--- src/rtl/base64_encoder_line_wrap_defines.svh ---
// Assertion macros shared by the encoder RTL.
// Each macro is a concurrent assertion clocked on the rising edge and
// disabled while the asynchronous active-low reset is asserted.
`ifndef BASE64_ENCODER_LINE_WRAP_DEFINES_SVH
`define BASE64_ENCODER_LINE_WRAP_DEFINES_SVH

`ifndef SYNTHESIS

// Checks that a property holds at every clock edge outside reset.
`define B64LW_ASSERT(label, clk, rst_n, prop, msg) \
  label: assert property (@(posedge clk) disable iff (!rst_n) (prop)) \
    else $error(msg);

// Checks that a condition never holds at a clock edge outside reset.
`define B64LW_ASSERT_NEVER(label, clk, rst_n, cond, msg) \
  label: assert property (@(posedge clk) disable iff (!rst_n) !(cond)) \
    else $error(msg);

`else

`define B64LW_ASSERT(label, clk, rst_n, prop, msg)
`define B64LW_ASSERT_NEVER(label, clk, rst_n, cond, msg)

`endif

`endif

--- src/rtl/b64lw_pkg.sv ---
`timescale 1ns / 1ps
`default_nettype none

package b64lw_pkg;

  // Special characters of the encoded stream.
  localparam logic [7:0] CHAR_PAD     = 8'h3D;
  localparam logic [7:0] CHAR_NEWLINE = 8'h0A;

  // Reset value of the line length register.
  localparam logic [7:0] LINE_LEN_RESET = 8'd72;

  // Positions of characters within one group's output.
  localparam logic [2:0] POS_FIRST    = 3'd0;
  localparam logic [2:0] POS_SECOND   = 3'd1;
  localparam logic [2:0] POS_THIRD    = 3'd2;
  localparam logic [2:0] POS_FOURTH   = 3'd3;
  localparam logic [2:0] POS_NEWLINE  = 3'd4;

  // Number of real bytes in a group.
  localparam logic [1:0] LEN_ONE   = 2'd1;
  localparam logic [1:0] LEN_TWO   = 2'd2;
  localparam logic [1:0] LEN_THREE = 2'd3;

  // One classified group handed from the front to the back.
  typedef struct packed {
    logic [7:0] b0;
    logic [7:0] b1;
    logic [7:0] b2;
    logic [1:0] len;
    logic       nl;
  } group_t;

  // Queue status seen by both sides.
  typedef struct packed {
    logic full;
    logic empty;
  } q_status_t;

  // Maps a 6-bit value onto the standard alphabet.
  function automatic logic [7:0] b64_sym(input logic [5:0] v);
    logic [7:0] w;
    logic [7:0] r;
    w = {2'b00, v};
    if (v < 6'd26) begin
      r = 8'h41 + w;
    end else if (v < 6'd52) begin
      r = 8'h61 + w - 8'd26;
    end else if (v < 6'd62) begin
      r = 8'h30 + w - 8'd52;
    end else if (v == 6'd62) begin
      r = 8'h2B;
    end else begin
      r = 8'h2F;
    end
    return r;
  endfunction

endpackage

`default_nettype wire

--- src/rtl/b64lw_front.sv ---
`timescale 1ns / 1ps
`default_nettype none

module b64lw_front
  import b64lw_pkg::*;
(
  input  wire logic       clk_i,
  input  wire logic       rst_ni,
  input  wire logic       s_valid_i,
  output logic            s_ready_o,
  input  wire logic [7:0] s_data_i,
  input  wire logic       s_final_i,
  input  wire logic       cfg_valid_i,
  output logic            cfg_ready_o,
  input  wire logic [7:0] cfg_data_i,
  input  q_status_t       q_status_i,
  output logic            push_o,
  output group_t          group_o
);

  logic [7:0] held_q [2];
  logic [1:0] held_cnt_q;
  logic [7:0] col_q;
  logic [7:0] len_q;

  logic       accept;
  logic       complete;
  logic [1:0] cnt_inc;
  logic [8:0] col_sum;
  logic       nl;

  // A byte is taken whenever the queue has room for a group.
  assign s_ready_o   = !q_status_i.full;
  assign cfg_ready_o = 1'b1;
  assign accept      = s_valid_i && s_ready_o;
  assign cnt_inc     = held_cnt_q + 2'd1;
  assign complete    = s_final_i || (held_cnt_q == LEN_TWO);

  // The newline test uses the grown count before it is stored.
  assign col_sum = {1'b0, col_q} + 9'd4;
  assign nl      = (col_sum >= {1'b0, len_q});

  // Build the group from the held bytes and the incoming one.
  always_comb begin
    group_o.len = cnt_inc;
    group_o.nl  = nl;
    group_o.b0  = (cnt_inc == LEN_ONE) ? s_data_i : held_q[0];
    if (cnt_inc == LEN_TWO) begin
      group_o.b1 = s_data_i;
    end else if (cnt_inc == LEN_THREE) begin
      group_o.b1 = held_q[1];
    end else begin
      group_o.b1 = 8'd0;
    end
    group_o.b2 = (cnt_inc == LEN_THREE) ? s_data_i : 8'd0;
  end

  assign push_o = accept && complete;

  // Line length register.
  always_ff @(posedge clk_i or negedge rst_ni) begin
    if (!rst_ni) begin
      len_q <= LINE_LEN_RESET;
    end else if (cfg_valid_i) begin
      len_q <= cfg_data_i;
    end
  end

  // Pending bytes, their count and the line column.
  always_ff @(posedge clk_i or negedge rst_ni) begin
    if (!rst_ni) begin
      held_q[0]  <= 8'd0;
      held_q[1]  <= 8'd0;
      held_cnt_q <= 2'd0;
      col_q      <= 8'd0;
    end else if (accept) begin
      if (complete) begin
        held_q[0]  <= 8'd0;
        held_q[1]  <= 8'd0;
        held_cnt_q <= 2'd0;
        col_q      <= (s_final_i || nl) ? 8'd0 : col_sum[7:0];
      end else begin
        held_q[held_cnt_q[0]] <= s_data_i;
        held_cnt_q            <= cnt_inc;
      end
    end
  end

endmodule

`default_nettype wire

--- src/rtl/b64lw_fifo.sv ---
`timescale 1ns / 1ps
`default_nettype none

module b64lw_fifo
  import b64lw_pkg::*;
#(
  parameter int DEPTH = 2
) (
  input  wire logic clk_i,
  input  wire logic rst_ni,
  input  wire logic push_i,
  input  group_t    data_i,
  input  wire logic pop_i,
  output group_t    head_o,
  output q_status_t status_o
);

  localparam int IdxW = (DEPTH > 1) ? $clog2(DEPTH) : 1;
  localparam int CntW = $clog2(DEPTH + 1);
  localparam logic [IdxW-1:0] LastIdx = IdxW'(DEPTH - 1);
  localparam logic [CntW-1:0] FullCnt = CntW'(DEPTH);

  group_t          mem_q [DEPTH];
  logic [IdxW-1:0] wr_ptr_q;
  logic [IdxW-1:0] rd_ptr_q;
  logic [CntW-1:0] cnt_q;

  assign status_o.full  = (cnt_q == FullCnt);
  assign status_o.empty = (cnt_q == '0);
  assign head_o         = mem_q[rd_ptr_q];

  // Storage for queued groups.
  always_ff @(posedge clk_i) begin
    if (push_i) begin
      mem_q[wr_ptr_q] <= data_i;
    end
  end

  // Pointers and fill count.
  always_ff @(posedge clk_i or negedge rst_ni) begin
    if (!rst_ni) begin
      wr_ptr_q <= '0;
      rd_ptr_q <= '0;
      cnt_q    <= '0;
    end else begin
      if (push_i) begin
        wr_ptr_q <= (wr_ptr_q == LastIdx) ? '0 : wr_ptr_q + 1'b1;
      end
      if (pop_i) begin
        rd_ptr_q <= (rd_ptr_q == LastIdx) ? '0 : rd_ptr_q + 1'b1;
      end
      if (push_i && !pop_i) begin
        cnt_q <= cnt_q + 1'b1;
      end else if (pop_i && !push_i) begin
        cnt_q <= cnt_q - 1'b1;
      end
    end
  end

endmodule

`default_nettype wire

--- src/rtl/b64lw_back.sv ---
`timescale 1ns / 1ps
`default_nettype none

module b64lw_back
  import b64lw_pkg::*;
(
  input  wire logic       clk_i,
  input  wire logic       rst_ni,
  input  group_t          head_i,
  input  q_status_t       q_status_i,
  output logic            pop_o,
  output logic            m_valid_o,
  input  wire logic       m_ready_i,
  output logic [7:0]      m_data_o,
  output logic            m_last_o
);

  logic [2:0] pos_q;
  logic       valid_q;
  logic [7:0] data_q;
  logic       last_q;

  logic       load;
  logic       last;
  logic [7:0] chr;
  logic [5:0] s0, s1, s2, s3;

  // Split the group into four sextets.
  assign s0 = head_i.b0[7:2];
  assign s1 = {head_i.b0[1:0], head_i.b1[7:4]};
  assign s2 = {head_i.b1[3:0], head_i.b2[7:6]};
  assign s3 = head_i.b2[5:0];

  // Select the character at the current position.
  always_comb begin
    case (pos_q)
      POS_FIRST:   chr = b64_sym(s0);
      POS_SECOND:  chr = b64_sym(s1);
      POS_THIRD:   chr = (head_i.len > LEN_ONE) ? b64_sym(s2) : CHAR_PAD;
      POS_FOURTH:  chr = (head_i.len > LEN_TWO) ? b64_sym(s3) : CHAR_PAD;
      POS_NEWLINE: chr = CHAR_NEWLINE;
      default:     chr = CHAR_NEWLINE;
    endcase
  end

  assign last  = ((pos_q == POS_FOURTH) && !head_i.nl) || (pos_q == POS_NEWLINE);
  assign load  = !q_status_i.empty && (!valid_q || m_ready_i);
  assign pop_o = load && last;

  assign m_valid_o = valid_q;
  assign m_data_o  = data_q;
  assign m_last_o  = last_q;

  // Output register; a new word loads as the previous one is taken.
  always_ff @(posedge clk_i or negedge rst_ni) begin
    if (!rst_ni) begin
      valid_q <= 1'b0;
      pos_q   <= POS_FIRST;
    end else if (load) begin
      valid_q <= 1'b1;
      pos_q   <= last ? POS_FIRST : pos_q + 3'd1;
    end else if (m_ready_i) begin
      valid_q <= 1'b0;
    end
  end

  always_ff @(posedge clk_i) begin
    if (load) begin
      data_q <= chr;
      last_q <= last;
    end
  end

endmodule

`default_nettype wire

--- src/rtl/base64_encoder_line_wrap.sv ---
// Base64 encoder with line wrapping.
// A completed group is stored in the group queue, then its characters are loaded one
// at a time into the output register; one character leaves per cycle while the
// queue holds a group and the receiver is ready. Each group gives four characters, or
// five with a newline. Bytes enter at one per cycle while the group queue has room.
// Reset clears the control state and restores a line length of 72.
`timescale 1ns / 1ps
`default_nettype none
`include "base64_encoder_line_wrap_defines.svh"

module base64_encoder_line_wrap
  import b64lw_pkg::*;
#(
  parameter int QUEUE_DEPTH = 2
) (
  input  wire logic       clk_i,
  input  wire logic       rst_ni,
  input  wire logic       s_axis_tvalid,
  output logic            s_axis_tready,
  input  wire logic [7:0] s_axis_tdata,   // [7:0] data_byte
  input  wire logic       s_axis_tlast,   // is_final
  output logic            m_axis_tvalid,
  input  wire logic       m_axis_tready,
  output logic [7:0]      m_axis_tdata,   // [7:0] out_char
  output logic            m_axis_tlast,   // run_end
  input  wire logic       cfg_valid_i,
  output logic            cfg_ready_o,
  input  wire logic [7:0] cfg_data_i      // line_length
);

  group_t    push_group;
  group_t    head_group;
  q_status_t q_status;
  logic      push;
  logic      pop;
  logic      nl_out;

  // Front: gathers bytes into groups and decides on the newline.
  b64lw_front u_front (
    .clk_i       (clk_i),
    .rst_ni      (rst_ni),
    .s_valid_i   (s_axis_tvalid),
    .s_ready_o   (s_axis_tready),
    .s_data_i    (s_axis_tdata),
    .s_final_i   (s_axis_tlast),
    .cfg_valid_i (cfg_valid_i),
    .cfg_ready_o (cfg_ready_o),
    .cfg_data_i  (cfg_data_i),
    .q_status_i  (q_status),
    .push_o      (push),
    .group_o     (push_group)
  );

  // Group queue between the two sides.
  b64lw_fifo #(
    .DEPTH (QUEUE_DEPTH)
  ) u_fifo (
    .clk_i    (clk_i),
    .rst_ni   (rst_ni),
    .push_i   (push),
    .data_i   (push_group),
    .pop_i    (pop),
    .head_o   (head_group),
    .status_o (q_status)
  );

  // Back: serializes each group into characters.
  b64lw_back u_back (
    .clk_i      (clk_i),
    .rst_ni     (rst_ni),
    .head_i     (head_group),
    .q_status_i (q_status),
    .pop_o      (pop),
    .m_valid_o  (m_axis_tvalid),
    .m_ready_i  (m_axis_tready),
    .m_data_o   (m_axis_tdata),
    .m_last_o   (m_axis_tlast)
  );

  // A newline word is on the output.
  assign nl_out = m_axis_tvalid && (m_axis_tdata == CHAR_NEWLINE);

  // Queue must never overflow or underflow.
  `B64LW_ASSERT_NEVER(a_push_full, clk_i, rst_ni, push && q_status.full, "push into full queue")
  `B64LW_ASSERT_NEVER(a_pop_empty, clk_i, rst_ni, pop && q_status.empty, "pop from empty queue")
  // A newline always closes the characters of its group.
  `B64LW_ASSERT(a_nl_last, clk_i, rst_ni, nl_out |-> m_axis_tlast, "newline without run end")

endmodule

`default_nettype wire

--- config.mk ---
export PLATFORM = sky130hd
export DESIGN_NAME = base64_encoder_line_wrap
export DESIGN_NICKNAME = d
export VERILOG_FILES = /design/src/rtl/b64lw_pkg.sv /design/src/rtl/b64lw_front.sv /design/src/rtl/b64lw_fifo.sv /design/src/rtl/b64lw_back.sv /design/src/rtl/base64_encoder_line_wrap.sv
export VERILOG_INCLUDE_DIRS = /design/src /design/src/rtl
export SDC_FILE = /design/constraint.sdc
export NUM_CORES = 1
export LEC_CHECK = 0
export ABC_AREA = 1
export BUFFER_PORTS_ARGS = -buffer_cell sky130_fd_sc_hd__clkbuf_2
export CAP_MARGIN = 10
export CORE_ASPECT_RATIO = 0.6
export CORE_MARGIN = 4
export CORE_UTILIZATION = 60
export DETAILED_ROUTE_END_ITERATION = 10
export PLACE_DENSITY = 0.84
export SLEW_MARGIN = 20
export SYNTH_ARGS = -nofsm -noshare
export SYNTH_HDL_FRONTEND = slang
export SYNTH_HIERARCHICAL = 1
export SYNTH_SLANG_ARGS = --single-unit
--- constraint.sdc ---
create_clock -name clk_i -period 3.5 [get_ports clk_i]
set_clock_uncertainty 0.2 [all_clocks]
set_input_delay 0.7 -clock clk_i [delete_from_list [all_inputs] [get_ports clk_i]]
set_output_delay 0.7 -clock clk_i [all_outputs]
set_load 0.005 [all_outputs]
==> results.toml, run 1 <==
[drt]
via_per_inst = 5.70
post_drt_wl_per_cell_microns = 16.7
totalWireLength_mm = 16.3
vias = 5557
ant_nets = 0
drt_iter0_drc = 593
drt_pass1_iterations = 7
remaining_drc_errors = 0

[place]
io_buffers = 32
dp_hpwl_mm = 12.3
place.gp.congestion = 0.927
dp_cells = 959
place_area_sq_um = 6970

[power_and_ir_drop]
clkPwrFrac_pct = 16.5
peakVddDrop_uv = 510
swShare_pct = 45.1
cellPowerDensity_nw_per_um2 = 877
power_leakage_nw = 3.60
power_frac_seq_pct = 29.9
p_comb_share_pct = 53.5
p_sw_mw = 2.88
p_int_mw = 3.50

[synthesis]
synth_edf_count = 63
synth_cell_types = 39
synth-seq-area-share_pct = 43.2
syn_avg_cell_area_sq_um = 8.40
yosys_warnings = 6
synth_top_flop_cell = "edfxtp_1"
syn_area_sq_um = 6700
ys_seq_elements = 103
synthArstFlopShare_pct = 38.8
synth_area_leader_cell = "edfxtp_1"
syn_nets = 861
synth_area_leaders = "edfxtp_1 (28%), dfrtp_1 (14%), nand2_1 (11%)"
synth_top_area_share_pct = 28.2
synth_cells = 798

[timing]
grt_setup_unrepaired = "no"
whs_ps = 289
relSlewSlack_pct = 37.2
finalSetupViolations = 0
slew_violations = 0
period_share_pct = 78.8
setup-tns-final_ps = 0
post-route-min-period_ps = 2760
worstMarginPinSlew_ps = 943
hold_violations = 0
clock.fmax_mhz = 362

[cts]
h-tree-depth = 3
clk_path_buf_depth = 2
cts_hold_buf = 0
cts.sinks = 103
tritoncts = "built"
cts_buffers = 9
cts_resized = 0
cts.reportedPaths.clkPinSlew_ps = 80
post-cts-setup-buffer-count = 0
cts_root_buf = "clkbuf_16"
clock_latency_ps = 350

[worst_setup_path]
crit_required_ps = 3410
worstPathCellList = "buf_12 > mux2_4 > inv_1 > ha_1 > inv_1 > nand2_1 > inv_1 > nand2_1 > nand2_1 > inv_1 > a21oi_1 > a21oi_1 > nand2_1"
cp_data_arrival_time_ps = 2660
endpoint_kind = "flip-flop"
r2r_slack_ps = 740
critPathMaxStageDelay_ps = 440
critical_path_buf_inv_count = 5
cp_top_family = "buffers and inverters"
critPathSlowestCell = "dfrtp_1"
path_max_fanout = 26
startpoint_type = "flip-flop"
critPathKind = "flip-flop to flip-flop"

[global_routing]
grt_max_degree = 41
grtUsageMet3_pct = 6.04
grt_util_all_layers_pct = 25.8
grt_busiest_layer = "met1"
grt_pass1_wl_mm = 26.6
use_met2_pct = 36.2
grt_pass1_vias = 5198
grt-ovfl-total = 0
use_met1_pct = 40.3
antenna_found_initial = 0

[die]
die_x_microns = 144
start_util_pct = 62.4
core_area_sq_um = 10700
die_height_microns = 89.9
fp-row-count = 29
io_pins = 34
dieArea_sq_um = 13000

[worst_hold_path]
hold_path_class = "primary input to asynchronous set/reset pin"

[finish]
post_route_cells_drive_above_1_share_pct = 13.2
fin_area_sq_um = 7290
n_fill_cell = 836
instances_no_fill = 975
seq_area_sq_um = 2900
area_growth_pct = 8.68
multi_input_area_sq_um = 3170
nets = 894
diodes = 0

[status]
status = "finished, final reports clean"

[run]
maxCapViolations = 0
[final timing paths]
kind | from | cells after the start | to
worst min-delay path | rst_ni | 1 | u_front/len_q[2]$_DFFE_PN0P_
min in group clk_i | u_front/len_q[3]$_DFFE_PN1P_ | 2 | u_front/len_q[3]$_DFFE_PN1P_
worst max register to register | u_fifo/rd_ptr_q$_DFFE_PN0P_ | 13 | u_back/m_data_o[3]$_SDFFCE_PN1P_
worst min register to register | u_front/len_q[3]$_DFFE_PN1P_ | 2 | u_front/len_q[3]$_DFFE_PN1P_
max in group asynchronous | rst_ni | 1 | u_fifo/cnt_q[0]$_DFFE_PN0P_
worst max-delay path | u_fifo/rd_ptr_q$_DFFE_PN0P_ | 13 | u_back/m_data_o[3]$_SDFFCE_PN1P_
[layout make-up]
| cell class | count | share of cell area, % |
|---|---|---|
| multi-input combinational | 540 | 43.5 |
| sequential | 103 | 39.7 |
| inverter | 141 | 7.30 |
| clock buffer | 9 | 3.09 |
| timing repair buffer | 36 | 2.78 |
| tap | 139 | 2.39 |
| clock inverter | 7 | 1.24 |
[power by group through the flow]
stage,combinational [mW],clock (mW),sequential (mW)
after floorplan,2.55,0,1.89
after global placement,3.21,0,1.92
after detailed placement,3.32,0,1.94
after CTS,3.35,1.07,1.91
after global routing,3.83,1.13,1.95
final,3.42,1.06,1.91
[cell families after synthesis]
logic type	count (synthesis)	synth area share [%]
AND/OR/NAND/NOR	363	24.1
buffers and inverters	155	9.61
flip-flops	103	43.2
AO/OA/AOI/OAI	93	7.80
adder cells (fa/ha/maj)	41	7.65
multiplexers	29	5.94
XOR/XNOR	13	1.70
other	1	0.0559
[registers in the layout, indices dropped and copies added (netlist names)]
| signal | cells |
|---|---|
| u_back/pos_q | 3 |
| u_front/held_cnt_q | 2 |
| u_fifo/wr_ptr_q | 1 |
| u_front/len_q | 8 |
| u_fifo/mem_q | 54 |
| u_front/col_q | 6 |
| u_fifo/rd_ptr_q | 1 |
| u_fifo/cnt_q | 2 |
| u_back/m_valid_o | 1 |
| u_back/m_data_o | 8 |
| u_back/m_last_o | 1 |
| u_front/held_q | 16 |
[worst register-to-register path: cells and delay by family (launching register included)]
family | cells | cell delay, ps
buf+inv | 5 | 640
flops | 1 | 440
compound gates | 2 | 210
fa+ha+maj | 1 | 180
simple gates | 4 | 450
mux | 1 | 400
[cells in the final DEF (no fill, tap or decap), types with 6 or more instances in the layout]
cell type	n
nand2_1	202
inv_1	136
edfxtp_1	63
nand3_1	60
nor2_1	55
ha_1	41
o21ai_0	38
dfrtp_1	38
clkbuf_2	31
o22ai_1	25
a21oi_1	19
mux2_4	19
nand4_1	16
mux2_2	10
clkbuf_16	9
nand2_2	7
o211ai_1	7
xor2_1	7
xnor2_1	6
[metal layers]
| metal | wire (microns) | up-vias |
|---|---|---|
| met3 | 1480 | 28 |
| li1 | - | 2673 |
| met2 | 6860 | 263 |
| met5 | 0 | - |
| met1 | 7660 | 2593 |
| met4 | 248 | 0 |
[synth_stat cells, types with 3 or more instances]
| master | number |
|---|---|
| nand2_1 | 202 |
| inv_1 | 136 |
| edfxtp_1 | 63 |
| nand3_1 | 60 |
| nor2_1 | 56 |
| ha_1 | 41 |
| dfrtp_1 | 38 |
| o21ai_0 | 38 |
| o22ai_1 | 25 |
| a21oi_1 | 19 |
| mux2_4 | 19 |
| nand4_1 | 16 |
| mux2_2 | 10 |
| nand2_2 | 7 |
| o211ai_1 | 7 |
| xor2_1 | 7 |
| xnor2_1 | 6 |
| nor2_4 | 5 |
| buf_2 | 4 |
| buf_4 | 4 |
| nand3_2 | 4 |
| nor3_1 | 4 |
| clkbuf_1 | 3 |
| inv_2 | 3 |
| nand3b_1 | 3 |
[through the flow]
stage / util (%) / power, mW / setup WS [ps]
final: 67.8 / 6.39 / 740
after global routing: 67.8 / 6.90 / 532
after CTS: 67.8 / 6.33 / 747
after detailed placement: 64.9 / 5.26 / 761
after global placement: 64.9 / 5.13 / 856
after floorplan: - / 4.44 / 605
(Power assumes the default switching activity.)
==> inputs of run 2 (changes only) <==
CORE_UTILIZATION = 56   (was 60)
PLACE_DENSITY = 0.83   (was 0.84)
clock period = 2.5 ns   (was 3.5 ns; I/O delays follow)
==> run 2 against run 1 <==
The run now ends with setup timing left; critical endpoint unchanged; worst setup slack got worse by 820 ps; sequential share of layout area shrank 4.0 points; die area increased by 6.6%; worst hold slack worse by 280 ps; largest cell class unchanged; clock-buffer cell count rose by 1; sequential cell count stayed put; combinational power grew 80%.
==> results.toml, run 2 (synthesis results as in run 1) <==
[worst_setup_path]
reg2reg_to = "u_back/m_data_o[3]$_SDFFCE_PN1P_"
rr_worst_depth = 11
startpoint_type = "flip-flop"
path_max_fanout = 8
startpoint = "u_fifo/rd_ptr_q$_DFFE_PN0P_"
endpoint_kind = "flip-flop"
critPathKind = "flip-flop to flip-flop"
cp_data_arrival_time_ps = 2470
r2r-start = "u_fifo/rd_ptr_q$_DFFE_PN0P_"
crit_required_ps = 2400
critPathCapture = "u_back/m_data_o[3]$_SDFFCE_PN1P_"
r2r_slack_ps = -80

[timing]
clock.fmax_mhz = 388
hold_violations = 0
relSlewSlack_pct = 61.0
finalSetupViolations = 3
post-route-min-period_ps = 2580
slew_violations = 0
period_share_pct = 103
worst_slack_ps = -77.8
grt_setup_unrepaired = "yes"
worstMarginPinSlew_ps = 585

[place]
dp_slack_ps = -48.8
place.gp.congestion = 0.967
dp_hpwl_mm = 12.7
io_buffers = 32
dp_cells = 1014

[finish]
area_growth_pct = 21.0
final_common_cell = "nand2_1"
largestRegisters = "u_fifo/mem_q (54), u_front/held_q (16)"
post_route_cells_drive_above_1_share_pct = 26.8
largest_reg_flops = 54
instances_no_fill = 1058
final_util_pct = 70.6
nets = 956
top_register = "u_fifo/mem_q"
layout_common_cells = "nand2_1 (187), inv_1 (119), edfxtp_1 (63), buf_4 (58), nand3_1 (53)"
n_fill_cell = 862
diodes = 0

[drt]
drt_iter0_drc = 872
post_drt_wl_per_cell_microns = 17.6
vias = 6019
drt_pass1_iterations = 5
via_per_inst = 5.69
remaining_drc_errors = 0
ant_nets = 0
totalWireLength_mm = 18.6

[cts]
cts_buffers = 9
clock_latency_ps = 350
cts_hold_buf = 0
h-tree-depth = 3
tritoncts = "built"
clk_path_buf_depth = 2
cts.reportedPaths.clkPinSlew_ps = 70
cts_root_buf = "clkbuf_16"
cts.sinks = 103

[worst_hold_path]
hold_path_class = "primary input to asynchronous set/reset pin"

[power_and_ir_drop]
peakVddDrop_uv = 774
power_leakage_nw = 3.91
cellPowerDensity_nw_per_um2 = 1250

[die]
die_x_microns = 149
core_area_sq_um = 11500
io_pins = 34
dieArea_sq_um = 13800
fp-row-count = 30
start_util_pct = 58.4
die_height_microns = 92.8

[status]
violations = "setup timing"
status = "finished, violations left"

[global_routing]
antenna_found_initial = 0
grt_pass1_vias = 5242
grt_pass1_wl_mm = 27.4
grt-ovfl-total = 0
grt_max_degree = 41
grt_util_all_layers_pct = 25.5

[run]
maxCapViolations = 0
## run 2: cell count changes in the layout (fill, tap and decap cells not counted), moves of 10 or more
cell and change:
buf_4 +55, inv_1 -17, ha_1 -16, nand2_1 -15
nand2_2 +11, inv_2 +10
## run 2: power by group
group | total [mW] | leakage [nW] | internal (mW) | switching, mW
Sequential | 2.68 | 1.10 | 2.46 | 0.221
Combinational | 6.17 | 2.68 | 2.43 | 3.74
Clock | 1.30 | 0.133 | 0.682 | 0.623
## run 2: cell type report
type	instances	area [sq um]	area share [%]
clock inverters	6	42.5	0.524
inverters	141	551	6.78
repair buffers	98	734	9.05
well taps	160	200	2.47
clock buffers	10	229	2.82
flip-flops and latches	103	2900	35.7
multi-input cells	540	3460	42.6
## run 2: how the worst min path moves through the flow
stage / end / cells past startpoint
4_1_cts: u_fifo/wr_ptr_q$_DFFE_PN0P_ / 2
3_3_place_gp: u_fifo/cnt_q[1]$_DFFE_PN0P_ / 2
2_1_floorplan: u_back/m_valid_o$_DFFE_PN0P_ / 0
3_5_place_dp: u_front/len_q[6]$_DFFE_PN1P_ / 2
5_1_grt: u_fifo/wr_ptr_q$_DFFE_PN0P_ / 2
6_report: u_fifo/wr_ptr_q$_DFFE_PN0P_ / 2
## run 2: stage by stage
step	total power, mW	TNS (ps)	hold slack [ps]	instance area (sq um)
after detailed placement	7.69	-53.4	292	7280
after CTS	9.07	-11.3	22.6	7580
after global placement	7.57	0	283	7280
final	10.2	-157	5.42	8110
after floorplan	6.22	0	4.41	6710
after global routing	10.8	-723	51.0	8110
## run 2: worst max-delay path, stage by stage, from the launching register on
cell       delay, ps
dfrtp_2          470
clkbuf_16        190
mux2_4           350
inv_1            140
ha_2             220
nor2_4            70
inv_2            150
nand3_1          140
nand3_1           90
nand2_1           70
a21oi_1          150
nand2_1           80
## run 2: timing repair
action	CTS	global route
cloned	0	1
setup buffers	3	24
setup endpoints to repair	3	16
pin swaps	1	19
resized for setup	3	101
## run 2: per-layer routing
layer  up-vias  track usage (%)  share of wire [%]
li1       2794                -                  -
met1      2778             39.2                 43
met2       388             35.9                 43
met3        59             6.26                 12
met4         0             6.25                2.3
met5         -                0                  0
==> inputs of run 3 (changes only) <==
CORE_ASPECT_RATIO = unset   (was 0.6)
==> run 3 against run 2 <==
The run still ends with setup timing left; non-clock buffer count down 15; clock power up 17%; via count down 4.9%; register-to-register slack better by 50 ps; clock-buffer cell count up 3; sequential cell count unchanged; total power up 0.69%; design area up 0.76%; critical path depth up 4; cell count down 2.8%; critical path type unchanged; highest routed layer unchanged.
==> results.toml, run 3 (synthesis results as in run 1) <==
[worst_setup_path]
startpoint_type = "flip-flop"
cp_data_arrival_time_ps = 2430
critPathKind = "flip-flop to flip-flop"
critPathSlowestCell = "dfrtp_2"
endpoint_kind = "flip-flop"
r2r_slack_ps = -20
rr_worst_depth = 15
reg2reg_to = "u_back/m_data_o[4]$_SDFFCE_PN0P_"
crit_top_cell = "nand2_1"
worstPathCellList = "clkbuf_16 > buf_4 > mux2_4 > inv_4 > ha_4 > inv_1 > nand2_1 > nand2_2 > nand2_1 > nand3_1 > nand3_2 > nand2_1 > nand2_1 > inv_1 > nand3_2"
r2r-start = "u_fifo/rd_ptr_q$_DFFE_PN0P_"
startpoint = "u_fifo/rd_ptr_q$_DFFE_PN0P_"
crit_required_ps = 2410
critPathMaxStageDelay_ps = 480
path_max_fanout = 8

[power_and_ir_drop]
p_int_mw = 5.81
power_leakage_nw = 3.92
swShare_pct = 43.2
cellPowerDensity_nw_per_um2 = 1250
clkPwrFrac_pct = 14.9
peakVddDrop_uv = 605
power_frac_seq_pct = 26.1
p_sw_mw = 4.42
p_comb_share_pct = 59.0

[timing]
hold_violations = 0
slew_violations = 0
clock.fmax_mhz = 396
relSlewSlack_pct = 53.6
finalSetupViolations = 1
period_share_pct = 101
whs_ps = 153
worst_slack_ps = -23.3
worstMarginPinSlew_ps = 696
grt_setup_unrepaired = "yes"
post-route-min-period_ps = 2520

[finish]
diodes = 0
largest_reg_flops = 54
top_register = "u_fifo/mem_q"
post_route_cells_drive_above_1_share_pct = 27.3
nets = 943
instances_no_fill = 1028
layout_common_cells = "nand2_1 (185), inv_1 (111), edfxtp_1 (63), nand3_1 (53), nor2_1 (50)"
area_growth_pct = 21.9
final_common_cell = "nand2_1"
n_fill_cell = 808
largestRegisters = "u_fifo/mem_q (54), u_front/held_q (16)"

[die]
start_util_pct = 58.0
io_pins = 34
die_height_microns = 117
die_x_microns = 117
core_area_sq_um = 11600
fp-row-count = 39
dieArea_sq_um = 13800

[status]
violations = "setup timing"
status = "finished, violations left"

[worst_hold_path]
hold_path_class = "primary input to flip-flop"
hp-start = "cfg_data_i[3]"
worstHoldPathCells = 3
min_to = "u_front/len_q[3]$_DFFE_PN1P_"

[run]
maxCapViolations = 0

[global_routing]
grt-ovfl-total = 0
grt_pass1_vias = 5195
grt_util_all_layers_pct = 21.3
antenna_found_initial = 0
grt_pass1_wl_mm = 24.4
grt_max_degree = 28

[drt]
vias = 5723
post_drt_wl_per_cell_microns = 16.0
totalWireLength_mm = 16.4
drt_pass1_iterations = 5
remaining_drc_errors = 0
drt_iter0_drc = 551
via_per_inst = 5.57
ant_nets = 0

[cts]
cts_buffers = 9
h-tree-depth = 3
clock_latency_ps = 350
cts_root_buf = "clkbuf_16"
clk_path_buf_depth = 2
cts.sinks = 103
cts.reportedPaths.clkPinSlew_ps = 70
tritoncts = "built"

[place]
dp_cells = 980
io_buffers = 32
place.gp.congestion = 0.943
dp_hpwl_mm = 10.8
-- run 3: power by group through the flow --
| stage | Sequential [mW] | Clock [mW] | Combinational [mW] |
|---|---|---|---|
| 3_3_place_gp | 2.66 | 0 | 4.61 |
| 3_5_place_dp | 2.68 | 0 | 4.69 |
| 6_report | 2.67 | 1.52 | 6.04 |
| 4_1_cts | 2.65 | 1.55 | 4.77 |
| 5_1_grt | 2.72 | 1.61 | 6.62 |
| 2_1_floorplan | 2.65 | 0 | 3.57 |
-- run 3: cell type report --
class	count	area [sq um]	area share [%]
inverter	141	567	6.93
sequential	103	2900	35.4
multi-input combinational	542	3550	43.5
clock inverter	3	43.8	0.536
clock buffer	13	283	3.46
timing repair buffer	83	653	7.99
tap	143	179	2.19
-- run 3: timing repair --
item,4_1_cts,5_1_grt
endpoints found under the setup margin,1,11
buffers inserted,3,24
pin swaps,0,28
hold buffers,1,0
endpoints found under the hold margin,9,0
gates cloned,0,4
resized for setup,0,136
-- run 3: per-stage QoR --
step	cell area (sq um)	power [mW]	setup TNS (ps)	util (%)	worst slack [ps]
after detailed placement	7130	7.38	0	61.7	19.1
after CTS	7490	8.97	0	64.8	10.1
after floorplan	6710	6.22	0	-	34.6
final	8180	10.2	-23.3	70.7	-23.3
after global placement	7130	7.27	0	61.7	71.0
after global routing	8180	10.9	-501	70.7	-117
-- run 3: per-layer routing --
layer	vias up	GRT usage (%)	share of wire, %
met5	-	0	0
met2	260	36.5	50
met4	0	7.26	2.9
met3	47	3.18	6.7
met1	2639	27.9	40
li1	2777	-	-
-- run 3: how the worst max path moves through the flow --
| stage | to | slack (ps) | cells past startpoint |
|---|---|---|---|
| after global placement | u_back/m_data_o[3]$_SDFFCE_PN1P_ | 70 | 13 |
| after CTS | u_back/m_data_o[0]$_SDFFCE_PN0P_ | 10 | 11 |
| after floorplan | u_fifo/mem_q[0][0]$_DFFE_PP_ | 30 | 6 |
| final | u_back/m_data_o[4]$_SDFFCE_PN0P_ | -20 | 15 |
| after detailed placement | u_back/m_data_o[0]$_SDFFCE_PN0P_ | 20 | 11 |
| after global routing | u_back/m_data_o[4]$_SDFFCE_PN0P_ | -120 | 15 |
-- run 3: critical path, delay by kind of cell (launching register included) --
kind	cells	cell delay [ps]
flip-flops	1	480
buffers and inverters	5	550
AND/OR/NAND/NOR	8	620
multiplexers	1	280
adder cells (fa/ha/maj)	1	150
